File: src/design/assert_macros.svh
// Assertion macros for the decoder.
// No dependencies; the including module supplies clock and reset names.
`ifndef ASSERT_MACROS_SVH
`define ASSERT_MACROS_SVH

// Same-cycle implication, disabled while reset is asserted.
`define ASSERT_IMPL(label, clk, rst_n, ante, cons) \
    label: assert property (@(posedge clk) disable iff (!rst_n) (ante) |-> (cons)) \
        else $error("assertion failed");

// Next-cycle implication, disabled while reset is asserted.
`define ASSERT_NEXT(label, clk, rst_n, ante, cons) \
    label: assert property (@(posedge clk) disable iff (!rst_n) (ante) |=> (cons)) \
        else $error("assertion failed");

`endif

File: src/design/rvdec_pkg.sv
// Types and constants for the RV32I instruction decoder.
// No dependencies.
`default_nettype none

package rvdec_pkg;

    localparam logic [6:0] OPC_R      = 7'h33;
    localparam logic [6:0] OPC_JALR   = 7'h67;
    localparam logic [6:0] OPC_OPIMM  = 7'h13;
    localparam logic [6:0] OPC_STORE  = 7'h23;
    localparam logic [6:0] OPC_BRANCH = 7'h63;
    localparam logic [6:0] OPC_JAL    = 7'h6F;
    localparam logic [6:0] OPC_LUI    = 7'h37;
    localparam logic [6:0] OPC_AUIPC  = 7'h17;
    localparam logic [6:0] OPC_LOAD   = 7'h03;

    localparam logic [2:0] F3_ADD_SUB = 3'd0;
    localparam logic [2:0] F3_SLL     = 3'd1;
    localparam logic [2:0] F3_SRL_SRA = 3'd5;
    localparam logic [2:0] F3_SB      = 3'd0;
    localparam logic [2:0] F3_SH      = 3'd1;

    typedef enum logic [2:0] {
        FMT_UNKNOWN = 3'd0,
        FMT_R       = 3'd1,
        FMT_I       = 3'd2,
        FMT_S       = 3'd3,
        FMT_B       = 3'd4,
        FMT_J       = 3'd5,
        FMT_U       = 3'd6,
        FMT_SHIFTI  = 3'd7
    } t_format;

    typedef enum logic [5:0] {
        OP_NONE  = 6'd0,
        OP_ADD   = 6'd1,  OP_SUB   = 6'd2,  OP_SLL   = 6'd3,  OP_SLT   = 6'd4,
        OP_SLTU  = 6'd5,  OP_XOR   = 6'd6,  OP_SRL   = 6'd7,  OP_SRA   = 6'd8,
        OP_OR    = 6'd9,  OP_AND   = 6'd10, OP_JALR  = 6'd11, OP_LB    = 6'd12,
        OP_LH    = 6'd13, OP_LW    = 6'd14, OP_LBU   = 6'd15, OP_LHU   = 6'd16,
        OP_ADDI  = 6'd17, OP_SLTI  = 6'd18, OP_SLTIU = 6'd19, OP_XORI  = 6'd20,
        OP_ORI   = 6'd21, OP_ANDI  = 6'd22, OP_SB    = 6'd23, OP_SH    = 6'd24,
        OP_SW    = 6'd25, OP_BEQ   = 6'd26, OP_BNE   = 6'd27, OP_BLT   = 6'd28,
        OP_BGE   = 6'd29, OP_BLTU  = 6'd30, OP_BGEU  = 6'd31, OP_JAL   = 6'd32,
        OP_AUIPC = 6'd33, OP_LUI   = 6'd34, OP_SRLI  = 6'd35, OP_SLLI  = 6'd36,
        OP_SRAI  = 6'd37
    } t_op;

    // Opcode class, resolved in the first stage.
    typedef enum logic [3:0] {
        CLS_NONE,
        CLS_R,
        CLS_STORE,
        CLS_BRANCH,
        CLS_JAL,
        CLS_SHIFTI,
        CLS_LUI,
        CLS_AUIPC,
        CLS_JALR,
        CLS_LOAD,
        CLS_OPIMM
    } t_class;

    // Operation tables indexed by funct3.
    localparam t_op R_OPS [8] = '{OP_ADD, OP_SLL, OP_SLT, OP_SLTU,
                                  OP_XOR, OP_SRL, OP_OR, OP_AND};
    localparam t_op LD_OPS [8] = '{OP_LB, OP_LH, OP_LW, OP_NONE,
                                   OP_LBU, OP_LHU, OP_NONE, OP_NONE};
    localparam t_op AI_OPS [8] = '{OP_ADDI, OP_NONE, OP_SLTI, OP_SLTIU,
                                   OP_XORI, OP_NONE, OP_ORI, OP_ANDI};
    localparam t_op BR_OPS [8] = '{OP_BEQ, OP_BNE, OP_NONE, OP_NONE,
                                   OP_BLT, OP_BGE, OP_BLTU, OP_BGEU};

endpackage

`default_nettype wire

File: src/design/rv32i_instruction_decoder.sv
// RV32I instruction decoder: opcode class, format, operation, registers
// and immediate. Depends on rvdec_pkg and assert_macros.svh.
//
// Usage:
// - Input channel: i_valid / o_stall with i_instr_word. A request is taken
//   at a rising edge with i_valid high and o_stall low.
// - Output channel: o_valid / i_stall with the decoded fields. A request is
//   delivered at a rising edge with o_valid high and i_stall low.
// - Three register stages: opcode class, then format and operation, then
//   immediate assembly into the output register.
// - Throughput is one instruction per cycle unless i_stall holds the output;
//   each stage moves on when it is empty or the stage after it moves on.
// - When the receiver stalls, the output holds and bubbles are squeezed
//   out; o_stall rises only once all three stages hold requests.
// - Reset clears all stage valid bits; the pipeline starts empty.
`default_nettype none

module rv32i_instruction_decoder
    import rvdec_pkg::*;
(
    input  wire logic               i_clk,
    input  wire logic               i_rst_n,
    input  wire logic               i_valid,
    output logic                    o_stall,
    input  wire logic [31:0]        i_instr_word,
    output logic                    o_valid,
    input  wire logic               i_stall,
    output logic [2:0]              o_format_kind,
    output logic [5:0]              o_operation,
    output logic [4:0]              o_dest_reg,
    output logic [4:0]              o_src_reg_a,
    output logic [4:0]              o_src_reg_b,
    output logic signed [31:0]      o_imm_value
);

`include "assert_macros.svh"

    logic        r_v1, r_v2, r_v3;
    logic        adv1, adv2, adv3;

    logic [31:0] r_w1, r_w2;
    t_class      r_cls1, r_cls2, n_cls1;
    t_format     r_fmt2, n_fmt2, r_fmt3;
    t_op         r_op2, n_op2, r_op3;
    logic [31:0] n_imm3, r_imm3;
    logic [4:0]  r_rd3, r_rs1_3, r_rs2_3;

    // Handshake: each stage moves when empty or when the next one moves
    assign adv3    = !r_v3 || !i_stall;
    assign adv2    = !r_v2 || adv3;
    assign adv1    = !r_v1 || adv2;
    assign o_stall = !adv1;

    // Stage 1: opcode class
    logic [6:0] opc0;
    logic [2:0] f3_0;
    assign opc0 = i_instr_word[6:0];
    assign f3_0 = i_instr_word[14:12];

    always_comb begin
        unique case (opc0)
            OPC_R:      n_cls1 = CLS_R;
            OPC_STORE:  n_cls1 = CLS_STORE;
            OPC_BRANCH: n_cls1 = CLS_BRANCH;
            OPC_JAL:    n_cls1 = CLS_JAL;
            OPC_OPIMM:  n_cls1 = (f3_0 == F3_SLL || f3_0 == F3_SRL_SRA) ?
                                 CLS_SHIFTI : CLS_OPIMM;
            OPC_LUI:    n_cls1 = CLS_LUI;
            OPC_AUIPC:  n_cls1 = CLS_AUIPC;
            OPC_JALR:   n_cls1 = CLS_JALR;
            OPC_LOAD:   n_cls1 = CLS_LOAD;
            default:    n_cls1 = CLS_NONE;
        endcase
    end

    // Stage 2: format and operation
    logic [2:0] f3_1;
    logic       f7nz_1;
    assign f3_1   = r_w1[14:12];
    assign f7nz_1 = |r_w1[31:25];

    always_comb begin
        unique case (r_cls1)
            CLS_R: begin
                n_fmt2 = FMT_R;
                if (f7nz_1 && f3_1 == F3_ADD_SUB) begin
                    n_op2 = OP_SUB;
                end else if (f7nz_1 && f3_1 == F3_SRL_SRA) begin
                    n_op2 = OP_SRA;
                end else begin
                    n_op2 = R_OPS[f3_1];
                end
            end
            CLS_STORE: begin
                n_fmt2 = FMT_S;
                n_op2  = (f3_1 == F3_SB) ? OP_SB : ((f3_1 == F3_SH) ? OP_SH : OP_SW);
            end
            CLS_BRANCH: begin
                n_fmt2 = FMT_B;
                n_op2  = BR_OPS[f3_1];
            end
            CLS_JAL: begin
                n_fmt2 = FMT_J;
                n_op2  = OP_JAL;
            end
            CLS_SHIFTI: begin
                n_fmt2 = FMT_SHIFTI;
                if (f7nz_1) begin
                    n_op2 = OP_SRAI;
                end else begin
                    n_op2 = (f3_1 == F3_SRL_SRA) ? OP_SRLI : OP_SLLI;
                end
            end
            CLS_LUI: begin
                n_fmt2 = FMT_U;
                n_op2  = OP_LUI;
            end
            CLS_AUIPC: begin
                n_fmt2 = FMT_U;
                n_op2  = OP_AUIPC;
            end
            CLS_JALR: begin
                n_fmt2 = FMT_I;
                n_op2  = OP_JALR;
            end
            CLS_LOAD: begin
                n_fmt2 = FMT_I;
                n_op2  = LD_OPS[f3_1];
            end
            CLS_OPIMM: begin
                n_fmt2 = FMT_I;
                n_op2  = AI_OPS[f3_1];
            end
            default: begin
                n_fmt2 = FMT_UNKNOWN;
                n_op2  = OP_NONE;
            end
        endcase
    end

    // Stage 3: immediate assembly
    always_comb begin
        unique case (r_cls2)
            CLS_STORE:
                n_imm3 = {{20{r_w2[31]}}, r_w2[31:25], r_w2[11:7]};
            CLS_BRANCH:
                n_imm3 = {{19{r_w2[31]}}, r_w2[31], r_w2[7], r_w2[30:25],
                          r_w2[11:8], 1'b0};
            CLS_JAL:
                n_imm3 = {{11{r_w2[31]}}, r_w2[31], r_w2[19:12], r_w2[20],
                          r_w2[30:21], 1'b0};
            CLS_LUI, CLS_AUIPC:
                n_imm3 = {r_w2[31:12], 12'd0};
            CLS_JALR, CLS_LOAD, CLS_OPIMM:
                n_imm3 = {{20{r_w2[31]}}, r_w2[31:20]};
            default:
                n_imm3 = 32'd0;
        endcase
    end

    always_ff @(posedge i_clk) begin
        if (!i_rst_n) begin
            r_v1 <= 1'b0;
            r_v2 <= 1'b0;
            r_v3 <= 1'b0;
        end else begin
            if (adv1) begin
                r_v1 <= i_valid;
            end
            if (adv2) begin
                r_v2 <= r_v1;
            end
            if (adv3) begin
                r_v3 <= r_v2;
            end
        end
    end

    // Payload registers, no reset
    always_ff @(posedge i_clk) begin
        if (adv1) begin
            r_w1   <= i_instr_word;
            r_cls1 <= n_cls1;
        end
        if (adv2) begin
            r_w2   <= r_w1;
            r_cls2 <= r_cls1;
            r_fmt2 <= n_fmt2;
            r_op2  <= n_op2;
        end
        if (adv3) begin
            r_fmt3  <= r_fmt2;
            r_op3   <= r_op2;
            r_imm3  <= n_imm3;
            r_rd3   <= r_w2[11:7];
            r_rs1_3 <= r_w2[19:15];
            r_rs2_3 <= r_w2[24:20];
        end
    end

    assign o_valid       = r_v3;
    assign o_format_kind = r_fmt3;
    assign o_operation   = r_op3;
    assign o_dest_reg    = r_rd3;
    assign o_src_reg_a   = r_rs1_3;
    assign o_src_reg_b   = r_rs2_3;
    assign o_imm_value   = signed'(r_imm3);

    // Assertions
    `ASSERT_IMPL(a_unknown_is_blank, i_clk, i_rst_n, o_valid && o_format_kind == FMT_UNKNOWN, o_operation == OP_NONE && o_imm_value == 32'sd0)
    `ASSERT_IMPL(a_no_imm_for_reg, i_clk, i_rst_n, o_valid && (o_format_kind == FMT_R || o_format_kind == FMT_SHIFTI), o_imm_value == 32'sd0)
    `ASSERT_IMPL(a_stall_only_full, i_clk, i_rst_n, o_stall, r_v1 && r_v2 && r_v3 && i_stall)
    `ASSERT_NEXT(a_stage_moves_on, i_clk, i_rst_n, r_v2 && !r_v3, r_v3)

endmodule

`default_nettype wire

File: config.mk
export PLATFORM = sky130hd
export DESIGN_NAME = rv32i_instruction_decoder
export DESIGN_NICKNAME = d
export VERILOG_FILES = /design/src/design/rvdec_pkg.sv /design/src/design/rv32i_instruction_decoder.sv
export VERILOG_INCLUDE_DIRS = /design/src /design/src/design
export SDC_FILE = /design/constraint.sdc
export NUM_CORES = 1
export LEC_CHECK = 0
export BUFFER_PORTS_ARGS = -buffer_cell sky130_fd_sc_hd__buf_2
export CAP_MARGIN = 40
export CORE_MARGIN = 2
export CORE_UTILIZATION = 55
export DETAILED_ROUTE_END_ITERATION = 10
export GPL_ROUTABILITY_DRIVEN = 0
export PLACE_DENSITY = 0.81
export SYNTH_ARGS = -nofsm -noshare
export SYNTH_HDL_FRONTEND = slang
export SYNTH_SLANG_ARGS = --single-unit
export TNS_END_PERCENT = 20
File: constraint.sdc
create_clock -name i_clk -period 2.7 [get_ports i_clk]
set_clock_uncertainty 0.05 [all_clocks]
set_input_delay 0.27 -clock i_clk [delete_from_list [all_inputs] [get_ports i_clk]]
set_output_delay 0.27 -clock i_clk [all_outputs]
set_load 0.02 [all_outputs]
Word-level counts from Yosys, hierarchy flattened. Memories as Yosys holds them, arrays and structs flattened. Index checks and enable logic that the tools add are counted.

Bits in registers: 140. Input port bits: 36. ROM bits: 192. Memories: 4.

Memory list: (name not given) (depth 8, width 6, rd ports 1, clocked after Yosys merged registers in 0, write ports 0, line rv32i_instruction_decoder.sv:132) `n_op2 = AI_OPS[f3_1];`; (name not given) (depth 8, width 6, rd ports 1, clocked after Yosys merged registers in 0, write ports 0, line rv32i_instruction_decoder.sv:128) `n_op2 = LD_OPS[f3_1];`; (name not given) (depth 8, width 6, rd ports 1, clocked after Yosys merged registers in 0, write ports 0, line rv32i_instruction_decoder.sv:100) `n_op2 = BR_OPS[f3_1];`; (name not given) (depth 8, width 6, rd ports 1, clocked after Yosys merged registers in 0, write ports 0, line rv32i_instruction_decoder.sv:91) `n_op2 = R_OPS[f3_1];`.

Reductions and logical operators: 17. Order comparisons: 1. Equal/unequal tests: 31. Bitwise operators: 1. Multiplexer cells: 19.

Operator list (count): $pmux 32 s5 (1); $mux 6 (10); $pmux 6 s10 (1); $pmux 4 s9 (1); $eq 4x3->1 const B (7); $eq 4x4->1 const B (6); $eq 7x6->1 const B (3); $eq 7x7->1 const B (3); $pmux 3 s7 (1); $eq 4x2->1 const B (4); $eq 7x5->1 const B (2); $mux 4 (2); $eq 7x2->1 const B (1); $reduce_or 7->1 (1); $eq 3x1->1 const B (2); $eq 3x3->1 const B (2); $mux 3 (2); $reduce_or 3->1 (2); $logic_not 1->1 (5); $eq 4x1->1 const B (1); $ge 4x4->1 const B (1); $logic_or 1x1->1 (4); $not 3->4 (1); $reduce_or 2->1 (2); 3 further kinds (4).

Logic depth before layout (Yosys ltp). Gate-level depths: netlist of the first run.

Depth in word-level cells: 7. Gate-level depth with buffers: 7.

Least setup slack after synthesis of the first run. Ideal clock, no wire load.

Path type: reg-to-reg. Start point: register r_v3 (netlist: o_valid). End point: register r_rd3[0] (netlist: o_dest_reg[0]), enable pin. Arrival: 1437 ps. Path buffers: 0. Setup slack: 574 ps. Stages on the path, launching flop included: 2. Period minus slack after synthesis: 2126 ps. Data required time: 2011 ps. Path through: dfxtp_1 nand2_1.

Longest elaborated chain between the ends: 2.

Ends and longest elaborated chain: start, declared (line rv32i_instruction_decoder.sv:38) `logic r_v1, r_v2, r_v3;`; start signal, assigned (line rv32i_instruction_decoder.sv:174) `r_v3 <= r_v2;`; $logic_not 1->1 (line rv32i_instruction_decoder.sv:49) `assign adv3 = !r_v3 || !i_stall;`; $logic_or 1x1->1 (line rv32i_instruction_decoder.sv:49); named net adv3 (line rv32i_instruction_decoder.sv:39) `logic adv1, adv2, adv3;`; end signal, assigned (line rv32i_instruction_decoder.sv:195) `r_rd3 <= r_w2[11:7];`; end, declared (line rv32i_instruction_decoder.sv:46) `logic [4:0] r_rd3, r_rs1_3, r_rs2_3;`.

The timed path passes the listed nets, and every way through them passes these cells. A chain may end at the register's enable or synchronous reset.

Final worst setup path of the first run.
Start point: input i_stall. End point: output o_stall.

Longest elaborated chain between the ends: 5.

Ends and longest elaborated chain: start, declared (line rv32i_instruction_decoder.sv:27) `input wire logic i_stall,`; $logic_not 1->1 (line rv32i_instruction_decoder.sv:49); $logic_or 1x1->1 (line rv32i_instruction_decoder.sv:49); $logic_or 1x1->1 (line rv32i_instruction_decoder.sv:50) `assign adv2 = !r_v2 || adv3;`; $logic_or 1x1->1 (line rv32i_instruction_decoder.sv:51) `assign adv1 = !r_v1 || adv2;`; $logic_not 1->1 (line rv32i_instruction_decoder.sv:52) `assign o_stall = !adv1;`; end, declared (line rv32i_instruction_decoder.sv:24) `output logic o_stall,`.

Every way passes these cells.

==> metrics.yaml, run 1 <==
status: "finished, final reports clean"
rsz0062_at_grt: "false"
worst_slack_ps: 666
hold_viol: 0
power_leakage_nw: 2.86
hp-start: "i_instr_word[0]"
gr-total-overflow: 0
grt_pass1_wl_um: 14600
grt_pass1_vias: 3104
max_cap_viol_count: 0
power-per-cell-area_mw_per_mm2: 766
core-area_mm2: 0.00872
clkLatencyLatePin_ps: 500
worstSetupPathType: "primary input to output port"
seq_area_frac_synth_pct: 75.5
max_freq_mhz: 492
die_h_um: 99.1
clkTransAtPathRegs_ps: 60
dieArea_mm2: 0.00981
diodes: 0
start_util_pct: 57.0
routedWlPerCell_um: 16.4
relSlewSlack_pct: 56.4
cts_tree: "done"
r2r_start: "r_w1[14]"
synth_edf_count: 123
hold_ws_ps: 68.1
yosysWarnings: 0
pin_count: 94
vias: 3151
drcViolationCount: 0
via_per_inst: 5.54
drtIter0Drc: 208
cts_resized: 0
synth-seq-cells: 126
synthFlopType: "edfxtp_1"
yosysTopAreaCellShare_pct: 74.3
use_met3_pct: 6.03
drt_first_pass_iters: 6
io_buffers: 93
slew_violations: 0
yosysTopAreaCell: "edfxtp_1"
synth.distinct_cells: 51
critical-path-slowest-cell: "dlygate4sd3_1"
grtUsageMet1_pct: 22.2
h-tree-depth: 4
syn2layout_area_growth_pct: 30.0
final.min_clock_period_ps: 2030
cts_setup_buffers: 0
drive_gt1_share_pct: 29.9
critPathMaxStageDelay_ps: 550
crit_required_ps: 2380
use_met2_pct: 33.6
async_flop_share_pct: 0
cpMostUsedCell: "buf_2"
final.setup.tns_ps: 0
die_x_um: 99.1
cts.path.max_buffers: 2
post-route-period-util_pct: 75.3
ant_nets: 0
critical_path_arrival_ps: 1710
endpoint_kind: "output port"
grt_max_degree: 39
critPathLaunchType: "primary input"
cp-startpoint: "i_stall"
crit_chain: "dlygate4sd3_1, buf_2, and3_1, nand2_1, buf_4, inv_1, buf_2"
clock-sinks: 126
routed_wl_um: 9330
grt_use_total_pct: 19.5
setup_violations: 0
worstMarginPinSlew_ps: 654
top_usage_layer: "met2"
cts_made_buffers: 17
ir_drop_mv: 0.387
syn_avg_cell_area_um2: 15.8
dp_slack_ps: 806
hpwl_um: 5860
holdCritPathClass: "primary input to flip-flop"
nets: 492
cp_max_fo: 15
ys_top_cells_by_area: "edfxtp_1, a21o_1, ha_1, a21oi_1, nor2_1"
netlist_area_mm2: 0.00497
rows: 34
synthCells: 315
syn_nets: 359
largest_reg_flops: 32
cts-root-buf: "clkbuf_8"
grt_antenna_before_repair: 0
[area by class of cell]
class | instances | area [um^2]
clock buffer | 17 | 414
clock inverter | 15 | 218
fill | 506 | 2260
inverter | 12 | 45.0
multi-input combinational | 164 | 1090
sequential | 126 | 3750
tap | 108 | 135
timing repair buffer | 127 | 806
[report_power, final]
group          internal [W]  total, W  switching [W]
combinational      0.000119  0.000277       0.000158
sequential          0.00225   0.00230      0.0000498
clock               0.00159   0.00238       0.000789
total               0.00396   0.00495       0.000997
[final timing paths]
kind,endpoint,slack (ps),cells past startpoint
max reg2reg,r_op2[3],740,6
min reg2reg,r_w2[11],370,0
max,o_stall,670,7
min,r_cls1[2],70,3
[layout by cell type (no fill, tap or decap), types with 5 or more instances in the layout]
cell	netlist	layout
edfxtp_1	123	123
buf_2	9	93
dlygate4sd3_1	0	29
a21o_1	21	21
a21oi_1	18	18
nor2_1	18	18
clkbuf_16	0	16
nand2_1	14	13
inv_1	9	9
ha_1	8	8
o21ai_0	7	7
and2_1	6	6
o21ai_1	5	5
a31oi_1	5	5
nor3_1	5	5
bufinv_16	0	5
[worst max-delay path, delay by kind of cell]
kind,cells,cell delay (ps)
simple gates,2,280
buf+inv,5,1160
[metrics by stage]
| stage | std cells | utilization [%] | power, W | area, um^2 |
|---|---|---|---|---|
| detailed placement | 508 | 63.5 | 0.00258 | 5540 |
| finish | 569 | 74.1 | 0.00495 | 6460 |
| floorplan | 315 | - | 0.00248 | 4970 |
| CTS | 569 | 74.1 | 0.00499 | 6460 |
| global route | 569 | 74.1 | 0.00510 | 6460 |
| global placement | 508 | 63.5 | 0.00257 | 5540 |
[per-layer routing]
metal | vias up | wire length, um
li1 | 1489 | -
met1 | 1481 | 3400
met2 | 164 | 5030
met3 | 17 | 706
met4 | 0 | 194
met5 | - | 0
[synthesized netlist by cell type (2+ instances only)]
cell type	count
nor3_1	5
nand3b_1	2
nand4_1	4
and2_1	6
nand3_1	3
dfxtp_1	3
o21ai_1	5
inv_1	9
ha_1	8
nor4b_1	2
a22o_1	4
a221oi_1	2
nand2b_1	4
nor2b_1	3
a21oi_1	18
buf_2	9
a21o_1	21
edfxtp_1	123
nor3b_1	2
o2111ai_1	2
a31oi_1	5
buf_6	3
nand4b_1	2
inv_2	3
o22ai_1	2
o21ai_0	7
nand2_1	14
o21a_1	2
nor2_1	18
o211ai_1	3
[cells by family (layout without fill, tap and decap cells)]
| group | count (synthesis) | after routing | share of synthesized area (%) |
|---|---|---|---|
| AO/OA/AOI/OAI | 80 | 80 | 11.3 |
| XOR/XNOR | 1 | 1 | 0.176 |
| adder cells (fa/ha/maj) | 8 | 8 | 2.01 |
| buffers and inverters | 25 | 171 | 2.57 |
| flip-flops | 126 | 126 | 75.5 |
| multiplexers | 1 | 1 | 0.201 |
| AND/OR/NAND/NOR | 74 | 74 | 8.21 |
[repair_timing]
action	in CTS	in global routing
hold buffers	29	0
setup endpoints to repair	0	0
endpoints found under the hold margin	28	0
Power figures use the tool's default switching activity.
==> run 2, diff against run 1 <==
--- a/config.mk
+++ b/config.mk
@@ -6,6 +6,7 @@
 export SDC_FILE = /design/constraint.sdc
 export NUM_CORES = 1
 export LEC_CHECK = 0
+export ABC_AREA = 1
 export BUFFER_PORTS_ARGS = -buffer_cell sky130_fd_sc_hd__buf_2
 export CAP_MARGIN = 40
 export CORE_MARGIN = 2
==> constraint.sdc (replaced) <==
create_clock -name i_clk -period 1.89 [get_ports i_clk]
set_clock_uncertainty 0.05 [all_clocks]
set_input_delay 0.189 -clock i_clk [delete_from_list [all_inputs] [get_ports i_clk]]
set_output_delay 0.189 -clock i_clk [all_outputs]
set_load 0.02 [all_outputs]
==> run 2 against run 1 <==
  * Synthesized cell count rose by 19%
  * Combinational power rose by 48%
  * Clock power rose by 32%
  * Register-to-register slack got worse by 560 ps
  * Final cell count rose by 12%
  * Worst setup slack got worse by 490 ps
  * Final area rose by 0.29%
  * Worst hold slack got worse by 28 ps
  * Largest cell class unchanged
  * Routed wire length fell by 4.1%
  * Sequential share of layout area fell by 0.11 points
  * Highest routed layer unchanged
==> metrics.yaml, run 2 <==
drtIter0Drc: 160  # was 208
pin_count: 94  # unchanged
setup_violations: 0  # unchanged
worstMarginPinSlew_ps: 720  # was 654 ps
syn2layout_area_growth_pct: 31.3  # was 30.0%
cts_made_buffers: 17  # unchanged
critPathLaunchType: "flip-flop"  # was primary input
max_cap_viol_count: 0  # unchanged
drt_first_pass_iters: 5  # was 6
post-route-period-util_pct: 90.9
grt_use_total_pct: 19.7  # was 19.5%
clock-sinks: 126  # unchanged
ys_top_cells_by_count: "edfxtp_1, nand2_1, inv_1"  # was edfxtp_1, a21o_1, a21oi_1, nor2_1, nand2_1
placed_area_mm2: 0.00560  # was 0.00554 mm^2
final.min_clock_period_ps: 1720
post-route-util_pct: 74.3  # was 74.1%
status: "finished, final reports clean"  # unchanged
ir_drop_mv: 0.656  # was 0.387 mV
synth.most_common_cell: "edfxtp_1"  # unchanged
ys_top_cells_by_area: "edfxtp_1, nand2_1, inv_1, o21ai_0, nor2_1"  # was edfxtp_1, a21o_1, ha_1, a21oi_1, nor2_1
syn_avg_cell_area_um2: 13.2  # was 15.8 um^2
grt_max_degree: 58  # was 39
gr-total-overflow: 0  # unchanged
holdCritPathClass: "primary input to flip-flop"  # unchanged
synth_edf_count: 123  # unchanged
async_flop_share_pct: 0  # unchanged
grt_pass1_vias: 3195  # was 3104
max_freq_mhz: 582
routed_wl_um: 8950  # was 9330 um
vias: 3237  # was 3151
fillers: 536  # was 506
worstRegToRegCells: 10  # was 6
cts_setup_buffers: 0  # unchanged
relSlewSlack_pct: 52.0  # was 56.4%
syn_nets: 418  # was 359
largest_reg_flops: 32  # unchanged
hpwl_um: 5980  # was 5860 um
crit_required_ps: 1650  # was 2380 ps
yosysTopAreaCellShare_pct: 74.8  # was 74.3%
rows: 34  # unchanged
cts.path.max_buffers: 2  # unchanged
register_area_mm2: 0.00376  # was 0.00375 mm^2
cp_max_fo: 3  # was 15
slew_violations: 0  # unchanged
synth.distinct_cells: 29  # was 51
start_util_pct: 56.6  # was 57.0%
h-tree-depth: 4  # unchanged
final_area_mm2: 0.00648  # was 0.00646 mm^2
yosysTopAreaCell: "edfxtp_1"  # unchanged
die_h_um: 98.7  # was 99.1 um
ant_nets: 0  # unchanged
netlist_area_mm2: 0.00494  # was 0.00497 mm^2
synth-seq-cells: 126  # unchanged
hold_viol: 0  # unchanged
layout_commonest_cell: "edfxtp_1"  # unchanged
yosysWarnings: 0  # unchanged
cp-startpoint: "o_valid"  # was i_stall
diodes: 0  # unchanged
io_buffers: 93  # unchanged
power_leakage_nw: 3.02  # was 2.86 nW
rsz0062_at_grt: "false"  # unchanged
synthFlopType: "edfxtp_1"  # unchanged
worstSetupPathType: "flip-flop to output port"  # was primary input to output port
r2r_slack_ps: 180  # was 740 ps
synthCells: 374  # was 315
die_x_um: 98.7  # was 99.1 um
power-per-cell-area_mw_per_mm2: 1060  # was 766 mW/mm^2
cts_resized: 0  # unchanged
routedWlPerCell_um: 14.0  # was 16.4 um
multi_input_area_um2: 985  # was 0.00109 mm^2
cts_tree: "done"  # unchanged
cp-endpoint: "o_stall"  # unchanged
grt_antenna_before_repair: 0  # unchanged
critical_path_arrival_ps: 1480  # was 1710 ps
cts-hold-fix-buffers: 29  # unchanged
core-area_mm2: 0.00872  # unchanged
via_per_inst: 5.06  # was 5.54
clkTransAtPathRegs_ps: 60  # about the same
seq_area_frac_synth_pct: 76.0  # was 75.5%
nets: 563  # was 492
dieArea_mm2: 0.00975  # was 0.00981 mm^2
r2r-end: "r_op2[2]"  # was r_op2[3]
hp-start: "i_instr_word[4]"  # was i_instr_word[0]
final_cell_mix: "edfxtp_1, buf_2, nand2_1, inv_1, o21ai_0"  # was edfxtp_1, buf_2, dlygate4sd3_1, a21o_1
drive_gt1_share_pct: 28.9  # was 29.9%
r2r_start: "r_w1[12]"  # was r_w1[14]
endpoint_kind: "output port"  # unchanged
clkLatencyLatePin_ps: 510  # was 500 ps
grt_pass1_wl_um: 14600  # about the same
cts-root-buf: "clkbuf_8"  # unchanged
drcViolationCount: 0  # unchanged
-- run 2: how the worst min path moves through the flow --
| stage | endpoint | slack [ps] | cells after the start |
|---|---|---|---|
| 2_1_floorplan | r_w1[10] | 240 | 0 |
| 3_3_place_gp | r_w1[15] | 320 | 1 |
| 3_5_place_dp | r_w1[14] | 320 | 1 |
| 4_1_cts | r_cls1[0] | 10 | 3 |
| 5_1_grt | r_cls1[0] | 50 | 3 |
| 6_report | r_cls1[0] | 40 | 3 |
-- run 2: cells by family after synthesis --
logic type                 share of synthesized area, %
DFF                                                76.0
buffers and inverters                              4.64
AOI/OAI and AO/OA                                  4.66
adders and majority gates                          2.03
and+or+nand+nor                                    12.6
-- run 2: report_power, final --
| part | switching (W) | internal (W) |
|---|---|---|
| Sequential | 0.0000606 | 0.00322 |
| Clock | 0.00123 | 0.00192 |
| Combinational | 0.000250 | 0.000161 |
-- run 2: metal layers --
metal	part of all wire [%]	global-route usage (%)	vias to the layer above
li1	-	-	1572
met1	40	22.8	1538
met2	54	34.7	119
met3	5.3	5.60	8
met4	1.2	8.11	0
met5	0	0	-
-- run 2: cell type report --
| type | count | share of cell area (%) |
|---|---|---|
| clock buffers | 17 | 6.39 |
| multi-input cells | 191 | 15.2 |
| clock inverters | 15 | 2.70 |
| flip-flops and latches | 126 | 58.0 |
| well taps | 108 | 2.08 |
| inverters | 55 | 3.30 |
| repair buffers | 128 | 12.4 |
-- run 2: critical path: stages (launching register included) --
cell and delay, ps:
dfxtp_4 380, nand2_8 50, nor2_4 90, clkinvlp_4 110, nor2_4 150, buf_2 190
-- run 2: stage by stage --
stage | TNS [ps] | std cells | hold WS (ps) | setup slack, ps | power (W)
after floorplan | -21370 | 374 | 238 | -732 | 0.00354
after global placement | 0 | 579 | 316 | 284 | 0.00368
after detailed placement | 0 | 579 | 317 | 207 | 0.00370
after CTS | 0 | 640 | 13.1 | 153 | 0.00688
after global routing | 0 | 640 | 47.2 | 46.0 | 0.00708
final | 0 | 640 | 39.7 | 172 | 0.00684
==> run 3, diff against run 2 <==
--- a/config.mk
+++ b/config.mk
@@ -9,7 +9,6 @@
 export ABC_AREA = 1
 export BUFFER_PORTS_ARGS = -buffer_cell sky130_fd_sc_hd__buf_2
 export CAP_MARGIN = 40
-export CORE_MARGIN = 2
 export CORE_UTILIZATION = 55
 export DETAILED_ROUTE_END_ITERATION = 10
 export GPL_ROUTABILITY_DRIVEN = 0
==> constraint.sdc (replaced) <==
create_clock -name i_clk -period 1.9 [get_ports i_clk]
set_clock_uncertainty 0.05 [all_clocks]
set_input_delay 0.19 -clock i_clk [delete_from_list [all_inputs] [get_ports i_clk]]
set_output_delay 0.19 -clock i_clk [all_outputs]
set_load 0.02 [all_outputs]
==> run 3 against run 2 <==
  * Final area about the same
  * Worst hold slack better by 1.3 ps
  * Non-clock buffer count grew 1
  * First-iteration DRC count unchanged
  * Clock-buffer cell count unchanged
==> metrics.yaml, run 3 (synthesis gave the netlist of run 2 again) <==
slew_violations: 0  # unchanged
cts_made_buffers: 17  # unchanged
routed_wl_um: 8940  # was 8950 um
die_h_um: 96.7  # was 98.7 um
grtUsageMet1_pct: 24.3  # was 22.8%
status: "finished, final reports clean"  # unchanged
pin_count: 94  # unchanged
drtIter0Drc: 160  # unchanged
holdCritPathClass: "primary input to flip-flop"  # unchanged
top_usage_layer: "met2"  # unchanged
grt_pass1_vias: 3250  # was 3195
max_freq_mhz: 554
layout_commonest_cell: "edfxtp_1"  # unchanged
hold_viol: 0  # unchanged
fin_total_pwr_w: 0.00682  # was 0.00684 W
cts.path.max_buffers: 2  # unchanged
nets: 564  # was 563
rows: 34  # unchanged
critPathLaunchType: "flip-flop"  # unchanged
critical-path-slowest-cell: "edfxtp_1"  # was dfxtp_4
final_cell_mix: "edfxtp_1, buf_2, nand2_1, inv_1, o21ai_0"  # unchanged
grt_use_total_pct: 20.4  # was 19.7%
placed_area_mm2: 0.00559  # was 0.00560 mm^2
cp_max_fo: 6  # was 3
die_x_um: 96.7  # was 98.7 um
syn2layout_area_growth_pct: 31.4  # was 31.3%
final_area_mm2: 0.00649  # was 0.00648 mm^2
crit_chain: "buf_4, ha_1, or2_4, nand2_2, nor2_1, nor2_2, nand2_1, nor2_1, nand2_1"  # was nand2_8, nor2_4, clkinvlp_4, nor2_4, buf_2
use_met2_pct: 34.9  # was 34.7%
dieArea_mm2: 0.00936  # was 0.00975 mm^2
setup_violations: 0  # unchanged
h-tree-depth: 4  # unchanged
hold_ws_ps: 41.1  # was 39.7 ps
ir_drop_mv: 0.643  # was 0.656 mV
routedWlPerCell_um: 14.0  # about the same
drcViolationCount: 0  # unchanged
grt_max_degree: 58  # unchanged
diodes: 0  # unchanged
clkTransAtPathRegs_ps: 60  # about the same
io_buffers: 93  # unchanged
crit_required_ps: 2110  # was 1650 ps
cp_top_family: "simple AND/OR/NAND/NOR gates"  # was flip-flops
gr-total-overflow: 0  # unchanged
final.min_clock_period_ps: 1800
relSlewSlack_pct: 51.4  # was 52.0%
vias: 3265  # was 3237
cts_tree: "done"  # unchanged
drive_gt1_share_pct: 29.3  # was 28.9%
drt_first_pass_iters: 5  # unchanged
largest_reg_flops: 32  # unchanged
core-area_mm2: 0.00872  # unchanged
endpoint_kind: "flip-flop"  # was output port
start_util_pct: 56.6  # unchanged
via_per_inst: 5.09  # was 5.06
ant_nets: 0  # unchanged
power-per-cell-area_mw_per_mm2: 1050  # was 1060 mW/mm^2
post-route-period-util_pct: 94.9
worstSetupPathType: "flip-flop to flip-flop"  # was flip-flop to output port
final.setup.tns_ps: 0  # unchanged
clkLatencyLatePin_ps: 510  # about the same
critical_path_arrival_ps: 2020  # was 1480 ps
worstMarginPinSlew_ps: 730  # was 720 ps
critPathMaxStageDelay_ps: 480  # was 380 ps
grt_antenna_before_repair: 0  # unchanged
hpwl_um: 5820  # was 5980 um
max_cap_viol_count: 0  # unchanged
grt_pass1_wl_um: 14800  # was 14600 um
clock-sinks: 126  # unchanged
cts-root-buf: "clkbuf_8"  # unchanged
critPathBufInv: 1  # was 2
use_met3_pct: 5.71  # was 5.60%
power_leakage_nw: 3.02  # about the same
## run 3: through the flow
step / setup WS, ps / instances / util, %
4_1_cts: 149 / 639 / 74.2
3_3_place_gp: 285 / 578 / 64.1
2_1_floorplan: -722 / 374 / -
5_1_grt: -3.37 / 641 / 74.4
3_5_place_dp: 209 / 578 / 64.1
6_report: 96.1 / 641 / 74.4
## run 3: where the power goes
group	switching, W	internal [W]	total (W)	leakage, nW
clock	0.00125	0.00191	0.00316	0.284
sequential	0.0000598	0.00320	0.00326	1.41
combinational	0.000247	0.000161	0.000409	1.32
## run 3: layer usage
metal / part of all wire [%] / routed length (um) / up-vias
li1: - / - / 1585
met1: 40 / 3600 / 1542
met2: 52 / 4670 / 122
met3: 5.6 / 500 / 16
met4: 1.9 / 169 / 0
met5: 0 / 0 / -
## run 3: path summary, 6_finish.rpt
kind,from,end,slack [ps],cells past startpoint
max,r_w1[12],r_op2[0],100,9
min,i_instr_word[4],r_cls1[0],40,3
max reg2reg,r_w1[12],r_op2[0],100,9
min reg2reg,r_op2[5],o_operation[5],370,0
## run 3: layout make-up
type / count / area [um^2]
sequential: 126 / 3760
fill: 541 / 2230
multi-input combinational: 191 / 985
timing repair buffer: 129 / 808
clock buffer: 17 / 414
inverter: 55 / 214
clock inverter: 15 / 173
tap: 108 / 135
## run 3: timing repair
item,4_1_cts,5_1_grt
endpoints found under the setup margin,0,2
hold endpoints to repair,29,0
hold buffers,29,0
gates resized for setup,0,1
buffers inserted,0,2
## run 3: tightest hold or removal path, stage by stage
cell and delay [ps]:
buf_2 110, nand4_1 90, nand4_1 100
